### src/stable_counting_sort_by_key_macros.svh
// Assertion macros for the stable counting sort block.
// Every macro samples on i_clk and is disabled while i_rst_n is low.
`ifndef STABLE_COUNTING_SORT_BY_KEY_MACROS_SVH
`define STABLE_COUNTING_SORT_BY_KEY_MACROS_SVH

// Same-cycle implication.
`define SCSK_ASSERT_IMP(lbl, ante, cons) \
    lbl: assert property (@(posedge i_clk) disable iff (!i_rst_n) (ante) |-> (cons)) \
        else $error("scsk assertion failed");

// Next-cycle implication.
`define SCSK_ASSERT_NXT(lbl, ante, cons) \
    lbl: assert property (@(posedge i_clk) disable iff (!i_rst_n) (ante) |=> (cons)) \
        else $error("scsk assertion failed");

`endif

### src/scsk_pkg.sv
// Shared constants and types for the stable counting sort block.
// Used by the controller, the datapath and the top level; depends on nothing.
package scsk_pkg;

    localparam int MAX_ITEMS   = 64;
    localparam int MAX_BUCKETS = 16;

    localparam int KEY_W   = 4;
    localparam int CFG_W   = 5;
    localparam int FIELD_W = 6;
    localparam int IDX_W   = $clog2(MAX_ITEMS);
    localparam int CNT_W   = $clog2(MAX_ITEMS + 1);
    localparam int BKT_W   = $clog2(MAX_BUCKETS);

    localparam logic [CFG_W-1:0] BUCKET_COUNT_RESET = CFG_W'(8);

    typedef struct packed {
        logic load;
        logic pfx;
        logic scat;
        logic emit;
        logic clear;
    } t_cmd;

    typedef struct packed {
        logic empty_run;
        logic pfx_last;
        logic scat_done;
        logic emit_done;
    } t_status;

    typedef struct packed {
        logic [IDX_W-1:0] idx;
        logic [BKT_W-1:0] bucket;
        logic [IDX_W-1:0] start;
        logic [IDX_W-1:0] rank;
    } t_slot;

    localparam int SLOT_W = $bits(t_slot);

endpackage

### src/scsk_ram.sv
// Generic single-write, single-read RAM with registered read data.
// No dependencies.
module scsk_ram #(
    parameter int WIDTH = 8,
    parameter int DEPTH = 64
) (
    input  logic                     i_clk,
    input  logic                     i_we,
    input  logic [$clog2(DEPTH)-1:0] i_waddr,
    input  logic [WIDTH-1:0]         i_wdata,
    input  logic [$clog2(DEPTH)-1:0] i_raddr,
    output logic [WIDTH-1:0]         o_rdata
);

    logic [WIDTH-1:0] r_mem [DEPTH];
    logic [WIDTH-1:0] r_rdata;

    always_ff @(posedge i_clk) begin
        if (i_we) begin
            r_mem[i_waddr] <= i_wdata;
        end
        r_rdata <= r_mem[i_raddr];
    end

    assign o_rdata = r_rdata;

endmodule

### src/scsk_ctrl.sv
// Sequencing controller: load, prefix pass, scatter pass, emit pass.
// Depends on scsk_pkg for the command and status structs.
module scsk_ctrl (
    input  logic             i_clk,
    input  logic             i_rst_n,
    input  logic             i_start,
    input  logic             i_last,
    input  scsk_pkg::t_status i_status,
    output scsk_pkg::t_cmd   o_cmd,
    output logic             o_busy
);

    typedef enum logic [1:0] {
        IDLE,
        PREFIX,
        SCATTER,
        EMIT
    } t_state;

    t_state r_state, n_state;
    logic   r_busy;
    logic   n_busy;

    always_comb begin
        o_cmd   = '0;
        n_state = r_state;
        unique case (r_state)
            IDLE: begin
                o_cmd.load = i_start;
                if (i_start && i_last && !i_status.empty_run) begin
                    n_state = PREFIX;
                end
            end
            PREFIX: begin
                o_cmd.pfx = 1'b1;
                if (i_status.pfx_last) begin
                    n_state = SCATTER;
                end
            end
            SCATTER: begin
                o_cmd.scat = 1'b1;
                if (i_status.scat_done) begin
                    n_state = EMIT;
                end
            end
            EMIT: begin
                o_cmd.emit = 1'b1;
                if (i_status.emit_done) begin
                    o_cmd.clear = 1'b1;
                    n_state     = IDLE;
                end
            end
            default: begin
                n_state = IDLE;
            end
        endcase
        n_busy = (n_state != IDLE);
    end

    always_ff @(posedge i_clk) begin
        if (!i_rst_n) begin
            r_state <= IDLE;
            r_busy  <= 1'b0;
        end else begin
            r_state <= n_state;
            r_busy  <= n_busy;
        end
    end

    assign o_busy = r_busy;

endmodule

### src/scsk_dp.sv
// Datapath: bucket counters, prefix offsets, key store and sorted slot store.
// Depends on scsk_pkg and scsk_ram; driven by commands from scsk_ctrl.
module scsk_dp (
    input  logic                          i_clk,
    input  logic                          i_rst_n,
    input  logic                          i_cfg_we,
    input  logic [scsk_pkg::CFG_W-1:0]    i_cfg_wdata,
    input  logic [scsk_pkg::KEY_W-1:0]    i_key,
    input  logic                          i_last,
    input  scsk_pkg::t_cmd                i_cmd,
    output scsk_pkg::t_status             o_status,
    output logic                          o_strobe,
    output logic [scsk_pkg::FIELD_W-1:0]  o_item_index,
    output logic [scsk_pkg::KEY_W-1:0]    o_bucket,
    output logic [scsk_pkg::FIELD_W-1:0]  o_bucket_start,
    output logic [scsk_pkg::FIELD_W-1:0]  o_rank_in_bucket,
    output logic                          o_error,
    output logic                          o_last_out
);

    localparam int IDX_W = scsk_pkg::IDX_W;
    localparam int CNT_W = scsk_pkg::CNT_W;
    localparam int BKT_W = scsk_pkg::BKT_W;

    logic [scsk_pkg::CFG_W-1:0] r_bcount;
    logic [CNT_W-1:0]           r_loaded;
    logic                       r_dropped;
    logic [CNT_W-1:0]           r_cnt   [scsk_pkg::MAX_BUCKETS];
    logic [CNT_W-1:0]           r_start [scsk_pkg::MAX_BUCKETS];
    logic [BKT_W-1:0]           r_b;
    logic [CNT_W-1:0]           r_sum;
    logic [CNT_W-1:0]           r_si;
    logic                       r_sv;
    logic [IDX_W-1:0]           r_sidx;
    logic [CNT_W-1:0]           r_ei;
    logic                       r_ev;
    logic [IDX_W-1:0]           r_eidx;

    logic                         r_ostb;
    logic [scsk_pkg::FIELD_W-1:0] r_oidx;
    logic [scsk_pkg::KEY_W-1:0]   r_obkt;
    logic [scsk_pkg::FIELD_W-1:0] r_ostart;
    logic [scsk_pkg::FIELD_W-1:0] r_orank;
    logic                         r_oerr;
    logic                         r_olast;

    logic                       key_ok;
    logic [BKT_W-1:0]           key_b;
    logic [scsk_pkg::KEY_W-1:0] key_rd;
    logic [BKT_W-1:0]           cnt_addr;
    logic [CNT_W-1:0]           cnt_rd;
    logic [CNT_W-1:0]           start_rd;
    logic                       scat_issue;
    logic                       emit_issue;
    logic                       emit_final;
    scsk_pkg::t_slot            slot_wr;
    scsk_pkg::t_slot            slot_rd;

    assign key_b  = BKT_W'(i_key);
    assign key_ok = ({1'b0, i_key} < r_bcount)
                 && (int'(i_key) < scsk_pkg::MAX_BUCKETS)
                 && (r_loaded != CNT_W'(scsk_pkg::MAX_ITEMS));

    // The counter array is read at one place per cycle, chosen by the phase.
    always_comb begin
        if (i_cmd.pfx) begin
            cnt_addr = r_b;
        end else if (i_cmd.scat) begin
            cnt_addr = BKT_W'(key_rd);
        end else begin
            cnt_addr = key_b;
        end
        cnt_rd   = r_cnt[cnt_addr];
        start_rd = r_start[cnt_addr];
    end

    assign scat_issue = i_cmd.scat && (r_si != r_loaded);
    assign emit_issue = i_cmd.emit && (r_ei != r_loaded);
    assign emit_final = (r_eidx == IDX_W'(r_loaded - CNT_W'(1)));

    // Each item lands at its bucket's next free slot; rank is the distance from the start.
    assign slot_wr.idx    = r_sidx;
    assign slot_wr.bucket = BKT_W'(key_rd);
    assign slot_wr.start  = IDX_W'(start_rd);
    assign slot_wr.rank   = IDX_W'(cnt_rd - start_rd);

    scsk_ram #(
        .WIDTH (scsk_pkg::KEY_W),
        .DEPTH (scsk_pkg::MAX_ITEMS)
    ) u_key_ram (
        .i_clk   (i_clk),
        .i_we    (i_cmd.load && key_ok),
        .i_waddr (r_loaded[IDX_W-1:0]),
        .i_wdata (i_key),
        .i_raddr (r_si[IDX_W-1:0]),
        .o_rdata (key_rd)
    );

    scsk_ram #(
        .WIDTH (scsk_pkg::SLOT_W),
        .DEPTH (scsk_pkg::MAX_ITEMS)
    ) u_slot_ram (
        .i_clk   (i_clk),
        .i_we    (r_sv),
        .i_waddr (cnt_rd[IDX_W-1:0]),
        .i_wdata (slot_wr),
        .i_raddr (r_ei[IDX_W-1:0]),
        .o_rdata (slot_rd)
    );

    always_ff @(posedge i_clk) begin
        if (!i_rst_n) begin
            r_bcount  <= scsk_pkg::BUCKET_COUNT_RESET;
            r_loaded  <= '0;
            r_dropped <= 1'b0;
            r_cnt     <= '{default: '0};
            r_b       <= '0;
            r_sum     <= '0;
            r_si      <= '0;
            r_sv      <= 1'b0;
            r_ei      <= '0;
            r_ev      <= 1'b0;
            r_ostb    <= 1'b0;
        end else begin
            r_ostb <= 1'b0;
            r_sv   <= scat_issue;
            r_ev   <= emit_issue;
            if (i_cfg_we) begin
                r_bcount <= i_cfg_wdata;
            end
            if (i_cmd.load) begin
                if (key_ok) begin
                    r_cnt[cnt_addr] <= cnt_rd + CNT_W'(1);
                    r_loaded        <= r_loaded + CNT_W'(1);
                end else begin
                    r_dropped <= 1'b1;
                end
                // A run that ends with nothing stored answers at once.
                if (i_last && r_loaded == '0 && !key_ok) begin
                    r_ostb    <= 1'b1;
                    r_dropped <= 1'b0;
                end
            end
            if (i_cmd.pfx) begin
                r_cnt[cnt_addr] <= r_sum;
                r_sum           <= r_sum + cnt_rd;
                r_b             <= r_b + BKT_W'(1);
            end
            if (scat_issue) begin
                r_si <= r_si + CNT_W'(1);
            end
            if (i_cmd.scat && r_sv) begin
                r_cnt[cnt_addr] <= cnt_rd + CNT_W'(1);
            end
            if (emit_issue) begin
                r_ei <= r_ei + CNT_W'(1);
            end
            if (i_cmd.emit && r_ev) begin
                r_ostb <= 1'b1;
            end
            if (i_cmd.clear) begin
                r_loaded  <= '0;
                r_dropped <= 1'b0;
                r_cnt     <= '{default: '0};
                r_b       <= '0;
                r_sum     <= '0;
                r_si      <= '0;
                r_ei      <= '0;
            end
        end
    end

    always_ff @(posedge i_clk) begin
        if (i_cmd.pfx) begin
            r_start[cnt_addr] <= r_sum;
        end
        if (scat_issue) begin
            r_sidx <= r_si[IDX_W-1:0];
        end
        if (emit_issue) begin
            r_eidx <= r_ei[IDX_W-1:0];
        end
        if (i_cmd.load) begin
            r_oidx   <= '0;
            r_obkt   <= '0;
            r_ostart <= '0;
            r_orank  <= '0;
            r_oerr   <= 1'b1;
            r_olast  <= 1'b1;
        end else if (r_ev) begin
            r_oidx   <= scsk_pkg::FIELD_W'(slot_rd.idx);
            r_obkt   <= scsk_pkg::KEY_W'(slot_rd.bucket);
            r_ostart <= scsk_pkg::FIELD_W'(slot_rd.start);
            r_orank  <= scsk_pkg::FIELD_W'(slot_rd.rank);
            r_oerr   <= emit_final && r_dropped;
            r_olast  <= emit_final;
        end
    end

    assign o_status.empty_run = (r_loaded == '0) && !key_ok;
    assign o_status.pfx_last  = (r_b == BKT_W'(scsk_pkg::MAX_BUCKETS - 1));
    assign o_status.scat_done = (r_si == r_loaded) && !r_sv;
    assign o_status.emit_done = (r_ei == r_loaded) && !r_ev;

    assign o_strobe         = r_ostb;
    assign o_item_index     = r_oidx;
    assign o_bucket         = r_obkt;
    assign o_bucket_start   = r_ostart;
    assign o_rank_in_bucket = r_orank;
    assign o_error          = r_oerr;
    assign o_last_out       = r_olast;

endmodule

### src/stable_counting_sort_by_key.sv
// Stable counting sort by key. Keys are taken one beat per cycle while busy is low; the
// beat with i_last set starts the sort. The block then stays busy through a prefix pass
// over the bucket counters, a scatter pass that reads the key store one slot a cycle, and
// an emit pass that reads the sorted slot store one slot a cycle. Each result is shown on
// strobe for exactly one cycle and the receiver cannot stall it. A run with no stored
// item answers in the cycle after its last beat.
module stable_counting_sort_by_key (
    input  logic                          i_clk,
    input  logic                          i_rst_n,
    input  logic                          start,
    output logic                          busy,
    input  logic                          i_cfg_we,
    input  logic [scsk_pkg::CFG_W-1:0]    i_cfg_wdata,
    input  logic [scsk_pkg::KEY_W-1:0]    i_key,
    input  logic                          i_last,
    output logic                          strobe,
    output logic [scsk_pkg::FIELD_W-1:0]  o_item_index,
    output logic [scsk_pkg::KEY_W-1:0]    o_bucket,
    output logic [scsk_pkg::FIELD_W-1:0]  o_bucket_start,
    output logic [scsk_pkg::FIELD_W-1:0]  o_rank_in_bucket,
    output logic                          o_error,
    output logic                          o_last_out
);

    `include "stable_counting_sort_by_key_macros.svh"

    scsk_pkg::t_cmd    cmd;
    scsk_pkg::t_status status;

    scsk_ctrl u_ctrl (
        .i_clk    (i_clk),
        .i_rst_n  (i_rst_n),
        .i_start  (start),
        .i_last   (i_last),
        .i_status (status),
        .o_cmd    (cmd),
        .o_busy   (busy)
    );

    scsk_dp u_dp (
        .i_clk            (i_clk),
        .i_rst_n          (i_rst_n),
        .i_cfg_we         (i_cfg_we),
        .i_cfg_wdata      (i_cfg_wdata),
        .i_key            (i_key),
        .i_last           (i_last),
        .i_cmd            (cmd),
        .o_status         (status),
        .o_strobe         (strobe),
        .o_item_index     (o_item_index),
        .o_bucket         (o_bucket),
        .o_bucket_start   (o_bucket_start),
        .o_rank_in_bucket (o_rank_in_bucket),
        .o_error          (o_error),
        .o_last_out       (o_last_out)
    );

    // Only the final beat of a run may carry the error flag.
    `SCSK_ASSERT_IMP(a_err_on_final, strobe && o_error, o_last_out)
    // Results other than the final one come out only while the block is busy.
    `SCSK_ASSERT_IMP(a_mid_while_busy, strobe && !o_last_out, busy)
    // A closing beat either starts the sort or answers an empty run at once.
    `SCSK_ASSERT_NXT(a_last_reacts, start && !busy && i_last, busy || strobe)

endmodule

### config.mk
export PLATFORM = sky130hd
export DESIGN_NAME = stable_counting_sort_by_key
export DESIGN_NICKNAME = d
export VERILOG_FILES = /design/src/scsk_pkg.sv /design/src/scsk_ram.sv /design/src/scsk_ctrl.sv /design/src/scsk_dp.sv /design/src/stable_counting_sort_by_key.sv
export VERILOG_INCLUDE_DIRS = /design/src /design/src/src
export SDC_FILE = /design/constraint.sdc
export NUM_CORES = 2
export LEC_CHECK = 0
export BUFFER_PORTS_ARGS = -buffer_cell sky130_fd_sc_hd__buf_2
export CAP_MARGIN = 20
export CORE_MARGIN = 2
export CORE_UTILIZATION = 46
export DETAILED_ROUTE_END_ITERATION = 16
export PLACE_DENSITY = 0.71
export SYNTH_ARGS = -nofsm -noshare
export SYNTH_HDL_FRONTEND = slang
export SYNTH_SLANG_ARGS = --single-unit
### constraint.sdc
create_clock -name i_clk -period 14 [get_ports i_clk]
set_input_delay 1.4 -clock i_clk [delete_from_list [all_inputs] [get_ports i_clk]]
set_output_delay 1.4 -clock i_clk [all_outputs]
set_load 0.02 [all_outputs]
## After elaboration in Yosys (flattened, before gate mapping)

Memories as Yosys holds them, arrays and structs flattened. A register that Yosys moved wholly into a read port is not among the register bits.
Index checks and enable logic that the tools add are counted.

- Register bits: 192
- RAM bits: 1776
- Input bits: 14
- Output and inout bits: 26
- Logic and storage cells: 125
- Memories kept: 3

Memory list:

| name | words | bits a word | read ports | clocked after memory_dff | wr ports | RTL line | source |
|---|---|---|---|---|---|---|---|
| u_dp.u_slot_ram.r_mem | 64 | 22 | 1 | 1 | 1 | scsk_ram.sv:15 | `logic [WIDTH-1:0] r_mem [DEPTH];` |
| u_dp.u_key_ram.r_mem | 64 | 4 | 1 | 1 | 1 | scsk_ram.sv:15 |  |
| u_dp.r_start | 16 | 7 | 1 | 0 | 1 | scsk_dp.sv:29 | `logic [CNT_W-1:0] r_start [scsk_pkg::MAX_BUCKETS];` |

- Add/subtract/negate cells: 8
- Magnitude comparators: 3
- Equality and inequality tests: 11
- Multiplexer cells: 37
- Bitwise logic cells: 2
- Reductions and logical operators: 25

Operators by type and width:

| kind | count |
|---|---|
| $mux W112 | 6 |
| $bwmux W112 | 3 |
| $add A7 B1 Y7 const B | 4 |
| $bmux W7 S4 | 1 |
| $demux W7 S4 | 1 |
| $mux W7 | 3 |
| $logic_and A1 B1 Y1 | 15 |
| $mux W1 | 15 |
| $eq A7 B7 Y1 | 2 |
| $ne A7 B7 Y1 | 2 |
| $mux W2 | 5 |
| $mux W4 | 2 |
| $pmux W2 S4 | 1 |
| $add A7 B7 Y7 | 1 |
| $logic_not A7 Y1 | 1 |
| $ne A7 B7 Y1 const B | 1 |
| $eq A6 B6 Y1 | 1 |
| $sub A6 B1 Y6 const B | 1 |
| $sub A6 B6 Y6 | 1 |
| $ge A5 B5 Y1 const B | 1 |
| $lt A4 B5 Y1 | 1 |
| $lt A5 B1 Y1 const B | 1 |
| $not A4 Y5 | 1 |
| $add A4 B1 Y4 const B | 1 |
| 10 further kinds | 15 |

## Logic depth before layout (Yosys ltp)

- Depth in word-level cells: 18
- Gate-level depth with buffers: 19
- Gate-level depth less buffers: 14

## Modules after synthesis

From an unflattened synthesis, not the netlist that was laid out.

- Cell total of the unflattened synthesis: 4140
- Area total of the unflattened synthesis: 77710.8 µm²

Modules (own cells, without submodules):

| module | times used | cells an instance | area an instance (µm²) |
|---|---|---|---|
| scsk_ram at u_dp.u_slot_ram | 1 | 2349 | 54260.8 |
| scsk_dp | 1 | 1248 | 12867.3 |
| scsk_ram at u_dp.u_key_ram | 1 | 521 | 10407.5 |
| scsk_ctrl | 1 | 22 | 175.2 |

## Worst setup path before layout

No wires, ideal clock.

- Path type: input port to flip-flop
- Start: in i_key[1] (netlist name)
- End: mem u_dp.u_slot_ram.r_mem[0][5] (netlist name) (data pin)
- Arrival time: 8273 ps
- Required time: 13433 ps
- Path slack: 5160 ps
- Cell stages on the path: 17
- Cells stage by stage: mux2i_1 > mux2i_4 > buf_6 > buf_2 > buf_2 > buf_1 > mux4_2 > nand2_1 > a31oi_1 > ha_1 > inv_1 > a21o_1 > a21oi_1 > o21bai_1 > a21oi_1 > xnor2_1 > xnor2_1

RTL lines:

| item | RTL line | source |
|---|---|---|
| start: declaration | stable_counting_sort_by_key.sv:14 | `input logic [scsk_pkg::KEY_W-1:0] i_key,` |
| end: declaration | scsk_ram.sv:15 |  |

==> reports/qor.csv <==
metric,value,unit
p_switching,2.67,mW
layout-drive-gt1-share,28.4,%
cts_resized,0,
p_leak,25.4,nW
grt_usage,21.5,%
post-route-min-period,6650,ps
multiInputGateArea,0.0192,sq mm
relSlewSlack,23.6,%
cts-root-buf,clkbuf_16,
preCtsSetupSlack,6650,ps
grt_pass1_vias,38500,
hold_class,reg2reg,
fill_cells,12700,
start_util,46.2,%
ys_warn_count,0,
port_buffers,39,
min_from,u_dp.u_slot_ram.o_rdata[15],
synthTopCellsByArea,"edfxtp_1, mux4_2, dfxtp_1",
status,finished clean,
drcViolationCount,0,
ctsHtreeMaxLevel,4,
netlist.area_leader.share,69.2,%
clock-sinks,1961,
ys_seq_area_share,74.1,%
postCtsSetupRepairBufs,0,
ys_types,67,
critPathKind,in2reg,
synth_edf_count,1772,
cts_buffers,191,
core,0.167,sq mm
fin_skew,50.3,ps
pwr-share-clk,41.6,%
regArea,0.0570,sq mm
setup_viol,0,
grt.overflow.total,0,
reg2reg_from,u_ctrl.r_state[1],
holdPathEnd,u_dp.o_bucket[3],
netlist_instances,3796,
final-hold-violation-count,0,
dieWidth,413,um
grt_pass1_wl,266,mm
avgViaCountPerCell,6.13,
holdBufCountCts,0,
rows,150,
insertion_delay,830,ps
dieHeight,413,um
synth_nets,3832,
synth_top_area_cell,edfxtp_1,
postSynth.asyncResetShare,0,%
internal_power,9.50,mW
cp-start-kind,primary input,
ant_nets,0,
p_seq_share,54.1,%
tightest_slew,1140,ps
hpwlAfterDp,107,mm
firstDrtPassIters,8,
path_clk_slew,60,ps
num_vias,38800,
arrival,7190,ps
cts_tree,built,
grt_antenna_before_repair,15,
r2r-end,u_dp.u_slot_ram.r_mem[3][5],
timing.final.crit_share,47.5,%
drt-total-wl,183,mm
crit_required,14550,ps
yosys_most_used_dff,edfxtp_1,
combPwrFrac,4.3,%
cp_max_fo,67,
hold_depth,2,
reg2reg_depth,17,
syn_area,0.0769,sq mm
fmax,0.150,GHz
io-pin-count,40,
avgSynthCellArea,20.3,sq um
wire_per_inst,29.0,um
drt_iter0_drc,5420,
fin_ws,7350,ps
finalMaxSlewViolations,0,
p_per_area,140,mW/mm^2
rsz0062_at_grt,false,
tns,0,ps
r2r_slack,7520,ps
ys_ff_latch,1961,
switching_share,21.9,%
cts.path.max_buffers,3,
layout.nets,3985,
ir_drop,0.104,mV
syn_to_final_growth,12.7,%
die_area,0.171,sq mm
grt_max_degree,136,
drv_cap,0,
endpoint_kind,flip-flop,
place.gp.congestion,0.944,
[sequential cells by signal, summed over array words and instances (netlist names), 7 cells and up]
register,cells
u_dp.r_cnt,96
u_dp.r_ei,7
u_dp.r_loaded,7
u_dp.r_si,7
u_dp.r_start,96
u_dp.u_key_ram.r_mem,256
u_dp.u_slot_ram.o_rdata,22
u_dp.u_slot_ram.r_mem,1408
[how the worst max path moves through the flow]
stage | from | to | slack [ps] | cells past startpoint
2_1_floorplan | i_key[1] | u_dp.u_slot_ram.r_mem[0][5] | 5160 | 17
3_3_place_gp | i_key[1] | u_dp.u_slot_ram.r_mem[4][5] | 6820 | 19
3_5_place_dp | i_key[1] | u_dp.u_slot_ram.r_mem[4][5] | 6650 | 18
4_1_cts | i_key[1] | u_dp.u_slot_ram.r_mem[1][5] | 7500 | 18
5_1_grt | i_key[1] | u_dp.u_slot_ram.r_mem[8][5] | 7050 | 19
6_report | i_key[1] | u_dp.u_slot_ram.r_mem[3][5] | 7350 | 19
[layout make-up]
cell class              count  share of cell area [%]
diodes                      7                  0.0202
clock buffers             236                    5.91
clock inverters           125                    1.32
inverters                  45                   0.195
multi-input cells        1585                    22.2
flip-flops and latches   1961                    65.8
well taps                2204                    3.18
repair buffers            165                    1.41
[routing by layer]
layer,track usage [%],share of wire [%],vias to the layer above
met3,5.28,10,365
met5,0,0.011,-
met2,32.7,46,2046
met1,30.5,40,20500
met4,7.40,3.4,4
li1,-,-,15900
[through the flow]
| step | total power, mW | util (%) | hold WS, ps | cell area (sq um) | cells |
|---|---|---|---|---|---|
| floorplan | 6.99 | - | 406 | 76900 | 3796 |
| global placement | 7.19 | 48.2 | 446 | 80300 | 5956 |
| detailed placement | 7.22 | 48.2 | 459 | 80400 | 5958 |
| CTS | 12.2 | 52.0 | 468 | 86600 | 6319 |
| global route | 12.5 | 52.0 | 495 | 86700 | 6321 |
| finish | 12.2 | 52.0 | 465 | 86700 | 6328 |
[critical path, cell delays in order]
cell	delay, ps
buf_2	80
buf_4	500
mux2i_1	260
mux2i_4	190
buf_4	720
mux4_2	350
nand2_1	60
and3_1	240
a31oi_4	140
buf_4	540
ha_1	260
inv_1	70
a21o_1	160
a21oi_1	280
o21bai_1	110
a21oi_1	190
xnor2_1	120
xnor2_2	810
buf_4	530
[cells in the mapped netlist (4+ instances only)]
library cell  count
mux2_2           20
mux2i_4           5
o21ai_0          45
a221oi_1         22
ha_1             20
a21oi_1          64
buf_1            52
nor4_1            4
a31oi_1           6
dfxtp_1         189
buf_2            17
or3_1             7
edfxtp_1       1772
nand4_1          16
a211oi_1         22
a21oi_2           9
inv_2             4
o221ai_1         11
nor2b_1           8
o22ai_1          29
mux4_2          574
nor3_1           19
and3_1            5
and2_1            5
nor2_1          293
xor2_1           20
clkbuf_1        130
nand3_1          27
a22oi_1          17
a311oi_1          6
nand2_1         173
nand2b_1          7
buf_6             4
xnor2_1          32
mux2i_1          64
inv_1            40
a22o_1            5
[cells in the final DEF (no fill, tap or decap), types with 10 or more instances in the layout]
master and count:
edfxtp_1 1772, mux4_2 574, nor2_1 237, clkbuf_16 195, dfxtp_1 176, nand2_1 172
buf_4 119, a21oi_1 64, mux2i_1 62, nor2_2 53, clkinv_1 49, o21ai_0 45
clkinv_2 39, buf_2 39, inv_1 36, clkbuf_1 32, xnor2_1 29, o22ai_1 29
nand3_1 27, a221oi_1 22, a211oi_1 21, mux2_2 20, ha_1 20, xor2_1 19
a22oi_1 17, nand4_1 16, nor3_1 11, o221ai_1 11, bufinv_16 11, nor3_2 10
[power by group through the flow]
stage / clock network (mW) / logic [mW] / registers (mW)
finish: 5.06 / 0.521 / 6.58
global route: 5.36 / 0.555 / 6.58
CTS: 5.14 / 0.513 / 6.58
detailed placement: 0 / 0.513 / 6.70
global placement: 0 / 0.490 / 6.70
floorplan: 0 / 0.264 / 6.73
[cell families after synthesis]
logic type / count (synthesis) / share of synthesized area [%]
xor+xnor: 55 / 0.656
buf+inv: 250 / 1.30
fa+ha+maj: 22 / 0.377
mux: 663 / 18.1
compound gates: 265 / 2.33
simple gates: 580 / 3.17
flops: 1961 / 74.1
(Power assumes the default switching activity.)
